`config.mk`:
```
export PLATFORM = sky130hd
export DESIGN_NAME = sacl_lookup
export DESIGN_NICKNAME = d
export VERILOG_FILES = /design/src/rtl/sacl_pkg.sv /design/src/rtl/sacl_lookup.sv
export SDC_FILE = /design/constraint.sdc
export NUM_CORES = 1
export LEC_CHECK = 0
export BUFFER_PORTS_ARGS = -buffer_cell sky130_fd_sc_hd__buf_2
export CORE_ASPECT_RATIO = 1.75
export CORE_MARGIN = 3
export CORE_UTILIZATION = 38
export DETAILED_ROUTE_END_ITERATION = 8
export PLACE_DENSITY = 0.81
export SLEW_MARGIN = 20
export SYNTH_ARGS = -nofsm -noshare
export SYNTH_HDL_FRONTEND = slang
export SYNTH_SLANG_ARGS = --single-unit
```
`constraint.sdc`:
```
create_clock -name vclk -period 5.6
set_clock_uncertainty 0.2 [all_clocks]
set_input_delay 1.12 -clock vclk [all_inputs]
set_output_delay 1.12 -clock vclk [all_outputs]
set_load 0.01 [all_outputs]
```
`src/rtl/sacl_pkg.sv`:
```
// Shared types and constants for the set-associative cache tag block.
package sacl_pkg;

   localparam int ADDR_W     = 32;
   localparam int TAG_W      = 32;
   localparam int OFFSET_W   = 4;
   localparam int SETIDX_W   = 3;
   // raw set index before folding onto the physical sets: up to 7 bits
   localparam int RAW_SET_W  = 7;
   localparam int SHIFT_W    = 5;
   localparam int OUT_WAY_W  = 2;
   localparam int COUNT_W    = 32;
   localparam int CSR_IDX_W  = 1;
   localparam int CSR_DATA_W = 4;

   localparam logic [OFFSET_W-1:0] OFFSET_BITS_RST    = 4'd4;
   localparam logic [SETIDX_W-1:0] SET_INDEX_BITS_RST = 3'd4;

   typedef enum logic [CSR_IDX_W-1:0] {
      CSR_OFFSET_BITS    = 1'b0,
      CSR_SET_INDEX_BITS = 1'b1
   } csr_idx_type;

endpackage

```
`src/rtl/sacl_lookup.sv`:
```
// Way compare, victim pick and true-LRU rank update for one set.
module sacl_lookup #(
   parameter int WAYS   = 4,
   parameter int RANK_W = 2,
   parameter int WAY_W  = 2
) (
   input  logic [WAYS-1:0]                     valid_bits,
   input  logic [WAYS-1:0][sacl_pkg::TAG_W-1:0] tags,
   input  logic [WAYS-1:0][RANK_W-1:0]         ranks_cur,
   input  logic [sacl_pkg::TAG_W-1:0]          tag,
   output logic                                hit,
   output logic [WAY_W-1:0]                    way,
   output logic [WAYS-1:0][RANK_W-1:0]         ranks_new
);

   logic              found;
   logic [RANK_W-1:0] used_rank;

   always_comb begin
      hit   = 1'b0;
      way   = '0;
      found = 1'b0;
      // highest-numbered matching way wins
      for (int w = 0; w < WAYS; w++) begin
         if (valid_bits[w] && (tags[w] == tag)) begin
            hit = 1'b1;
            way = WAY_W'(w);
         end
      end
      // miss: lowest-numbered way with the oldest rank
      if (!hit) begin
         for (int w = 0; w < WAYS; w++) begin
            if (!found && (ranks_cur[w] == '0)) begin
               way   = WAY_W'(w);
               found = 1'b1;
            end
         end
      end
      used_rank = ranks_cur[way];
      for (int w = 0; w < WAYS; w++) begin
         if (ranks_cur[w] > used_rank) begin
            ranks_new[w] = ranks_cur[w] - 1'b1;
         end else begin
            ranks_new[w] = ranks_cur[w];
         end
      end
      ranks_new[way] = RANK_W'(WAYS - 1);
   end

endmodule

```
# Word-level counts from Yosys, hierarchy flattened
# Index checks and enable logic that the tools add are counted.
op_classes:
  muxes: 26
  bitwise_logic: 1
  n_reduce_logical: 15
  order_cmp: 6
  eq_ne: 4
  n_addsub: 4
ops:
  columns: ["cell", "count"]
  rows:
  - ["32-bit equality test", 4]
  - ["2-bit 2-to-1 mux", 13]
  - ["1-bit 2-to-1 mux", 11]
  - ["2-bit > comparator", 4]
  - ["1-bit logical AND", 8]
  - ["2-bit zero test", 4]
  - ["8-bit bitwise OR", 1]
  - ["2-bit by 1-bit subtractor with 2-bit output, second input constant", 4]
  - ["2-bit binary-select mux with 2-bit select", 1]
  - ["2-bit demux with 2-bit select", 1]
  - ["1-bit zero test", 3]
  - ["2-bit by 3-bit < comparator with 1-bit output, second input constant", 1]
  - ["2-bit by 1-bit greater-or-equal comparator with 1-bit output, second input constant", 1]
word_totals:
  elab_cells: 56
  out_inout_bits: 11
  reg_bits: 0

# Longest topological paths before layout
depth:
  ltp_word: 24
  mapped_depth: 13
  ltp_nobuf: 12

# Worst setup path before layout
# Ideal clock, no wire load.
synth_timing:
  path_kind: "input port to output port"
  startpoint: "input tag[11] (netlist name)"
  endpoint: "output ranks_new[7] (netlist name)"
  path_buffers: 1
  path_stages: 13
  arrival_ns: 4.196
  required_ns: 4.280
  setup_slack_ns: 0.084
  cell_sequence: "buf_6 > xor2_1 > nor4b_1 > nand4_1 > or4_1 > o311a_2 > or4_1 > o211ai_1 > ha_1 > nor2b_1 > o21ai_0 > nor2_1 > a221o_1"
synth_rtl:
  columns: ["element", "line_no", "text"]
  rows:
  - ["start, declared", "sacl_lookup.sv:10", "input logic [sacl_pkg::TAG_W-1:0] tag,"]
  - ["end, declared", "sacl_lookup.sv:13", "output logic [WAYS-1:0][RANK_W-1:0] ranks_new"]

==> out/qor.yml <==
critical_path:
  crit_path_end: "ranks_new[7]"
  max_stage_delay_ns: 0.56
  crit_type: "input port to output pin"
  crit_start: "tag[30]"
  startpoint_type: "input port"
  cp.required_ns: 4.28
  worst-path-max-fanout: 4
  worstPathArrival_ns: 4.38
  crit_path_top_delay_cell: "or4_4"
  crit_chain: "buf_6 > xor2_2 > nor4_2 > nand4_1 > or4_4 > o311a_4 > buf_4 > o32a_1 > a211oi_2 > buf_4 > ha_1 > nand2_1 > o21ai_2 > buf_6 > a221o_1 > buf_2"
  crit_path_end_kind: "output pin"
floorplanning:
  dieArea_mm2: 0.00699
  io-pin-count: 183
  core_mm2: 0.00568
  die_w_um: 64.5
  rows: 36
  die_h_um: 108
  start_util: 0.401
finish:
  fillCellCount: 412
  n_antenna_cell: 0
  fin_nets: 743
  layout-drive-gt1-share: 0.571
  seq_cells: 0
  layout.area.seq_um2: 0
  final.clkbuf_count: 0
  instances_no_fill: 633
  areaGrowthSynthToFinish_pct: 94.3
outcome:
  violations: "setup timing"
  outcome: "finished with violations"
synthesis:
  syn_nets: 488
  synth_area_mm2: 0.00228
  synth.top_cell.area_share: 0.350
  yosysMostFrequentCell: "xor2_1"
  synthTopCellsByArea: "xor2_1, xnor2_1, nor4_1"
  synth_commonest_cells: "xor2_1, xnor2_1, nor4_1"
  yosysWarnings: 0
  yosysUniqueCellTypes: 39
  syn_inst: 304
  synth_seq_area_share: 0
  yosys.area.top_type: "xor2_1"
  syn_area_per_cell_um2: 7.49
timing:
  finalCriticalPeriod_ns: 5.70
  worst_slew_pin_slew_ns: 0.458
  holdWs_ns: 2.43
  fin_crit_sh: 1.02
  finalMaxSlewViolations: 0
  rsz0062_at_grt: "true"
  setup_violations: 7
  finalHoldViolCount: 0
  finalSetupTns_ns: -0.440
  max_slew_margin: 0.694
  setup_ws_ns: -0.104
  fmax_mhz: 175
drt:
  first_pass_iters: 5
  wire_per_inst_um: 20.4
  ant_nets: 0
  num_vias: 3492
  wl_mm: 12.9
  via_per_inst: 5.52
  drc_errors: 0
  drtIter0Drc: 237
pwr:
  leakage_uw: 0.00210
  pwr-share-comb: 1.000
  sequentialPowerShare: 0
  powerDensity_mw_per_mm2: 104
  internal-power_uw: 235
  clock_power_share: 0
  peakVddDrop_v: 0.0000787
  switching_share: 0.489
  netSwitchingPower_uw: 225
worst_hold_path:
  hp-class: "input port to output pin"
run:
  cap_violations: 0
placed_design:
  gp_congestion: 0.976
  portBuffers: 183
  dp_cells: 624
  dp_hpwl_mm: 10.5
global_routing:
  grt_pass1_wl_mm: 17.3
  grt_max_degree: 10
  grt-ovfl-total: 0
  grt_pass1_vias: 3466
  grtUsageTotal: 0.325
  antenna_found_initial: 0
## through the flow
step	utilization	power [µW]	setup slack [ns]	instance area (µm²)
finish	0.779	459	-0.104	4420
global route	0.779	489	-0.206	4420
CTS	0.696	380	-0.0705	3950
detailed placement	0.666	362	-0.388	3780
global placement	0.666	356	-0.281	3780
floorplan	-	164	0.0843	2280
## placed cells by master (no fill, tap or decap), types with 7 or more instances in the layout
master / synthesis / final
xor2_1: 91 / 80
buf_6: 2 / 12
nand2_1: 17 / 15
nor3_1: 9 / 7
nand4_1: 13 / 13
buf_4: 0 / 72
xnor2_1: 40 / 35
nor4_1: 30 / 22
inv_1: 13 / 13
nor4_2: 2 / 8
nand3_1: 7 / 7
buf_2: 0 / 169
nor2_1: 7 / 7
## layout make-up
type	count	area [µm²]	share of cell area
inverters	14	52.6	0.0119
multi-input cells	286	2680	0.606
well taps	76	95.1	0.0215
repair buffers	257	1600	0.361
## how the worst min path moves through the flow
stage,startpoint,endpoint,depth (start not counted)
floorplan,ranks_cur[1],ranks_new[1],2
global placement,ranks_cur[5],ranks_new[5],4
detailed placement,ranks_cur[5],ranks_new[5],4
CTS,ranks_cur[5],ranks_new[5],4
global route,ranks_cur[5],ranks_new[5],4
finish,ranks_cur[5],ranks_new[5],4
## cells by family (layout without fill, tap and decap cells)
group / after synthesis / after routing / synth area share
AND/OR/NAND/NOR: 113 / 113 / 0.297
buffers and inverters: 18 / 271 / 0.0363
AO/OA/AOI/OAI: 30 / 30 / 0.0962
XOR/XNOR: 131 / 131 / 0.504
adder cells (fa/ha/maj): 12 / 12 / 0.0660
## power groups by stage
stage | Clock [µW] | Combinational [µW] | Sequential [µW]
after floorplan | 0 | 164 | 0
after global placement | 0 | 356 | 0
after detailed placement | 0 | 362 | 0
after CTS | 0 | 380 | 0
after global routing | 0 | 489 | 0
final | 0 | 459 | 0
## critical path: cells and delay by family
family	cells	cell delay, ns
xor+xnor	1	0.16
buf+inv	5	0.72
fa+ha+maj	1	0.24
simple gates	4	1.07
compound gates	5	1.08
## metal layers
metal,part of all wire,global-route usage,vias to the layer above
li1,-,-,1601
met1,0.33,0.335,1623
met2,0.53,0.609,208
met3,0.064,0.0364,60
met4,0.074,0.198,0
met5,0,0,-
## what timing repair did
action / in CTS / in global routing
buffers inserted: 4 / 5
hold buffers: 0 / 0
setup endpoints to repair: 8 / 8
pin swaps: 18 / 45
resized for setup: 28 / 83
(Power assumes the default switching activity.)
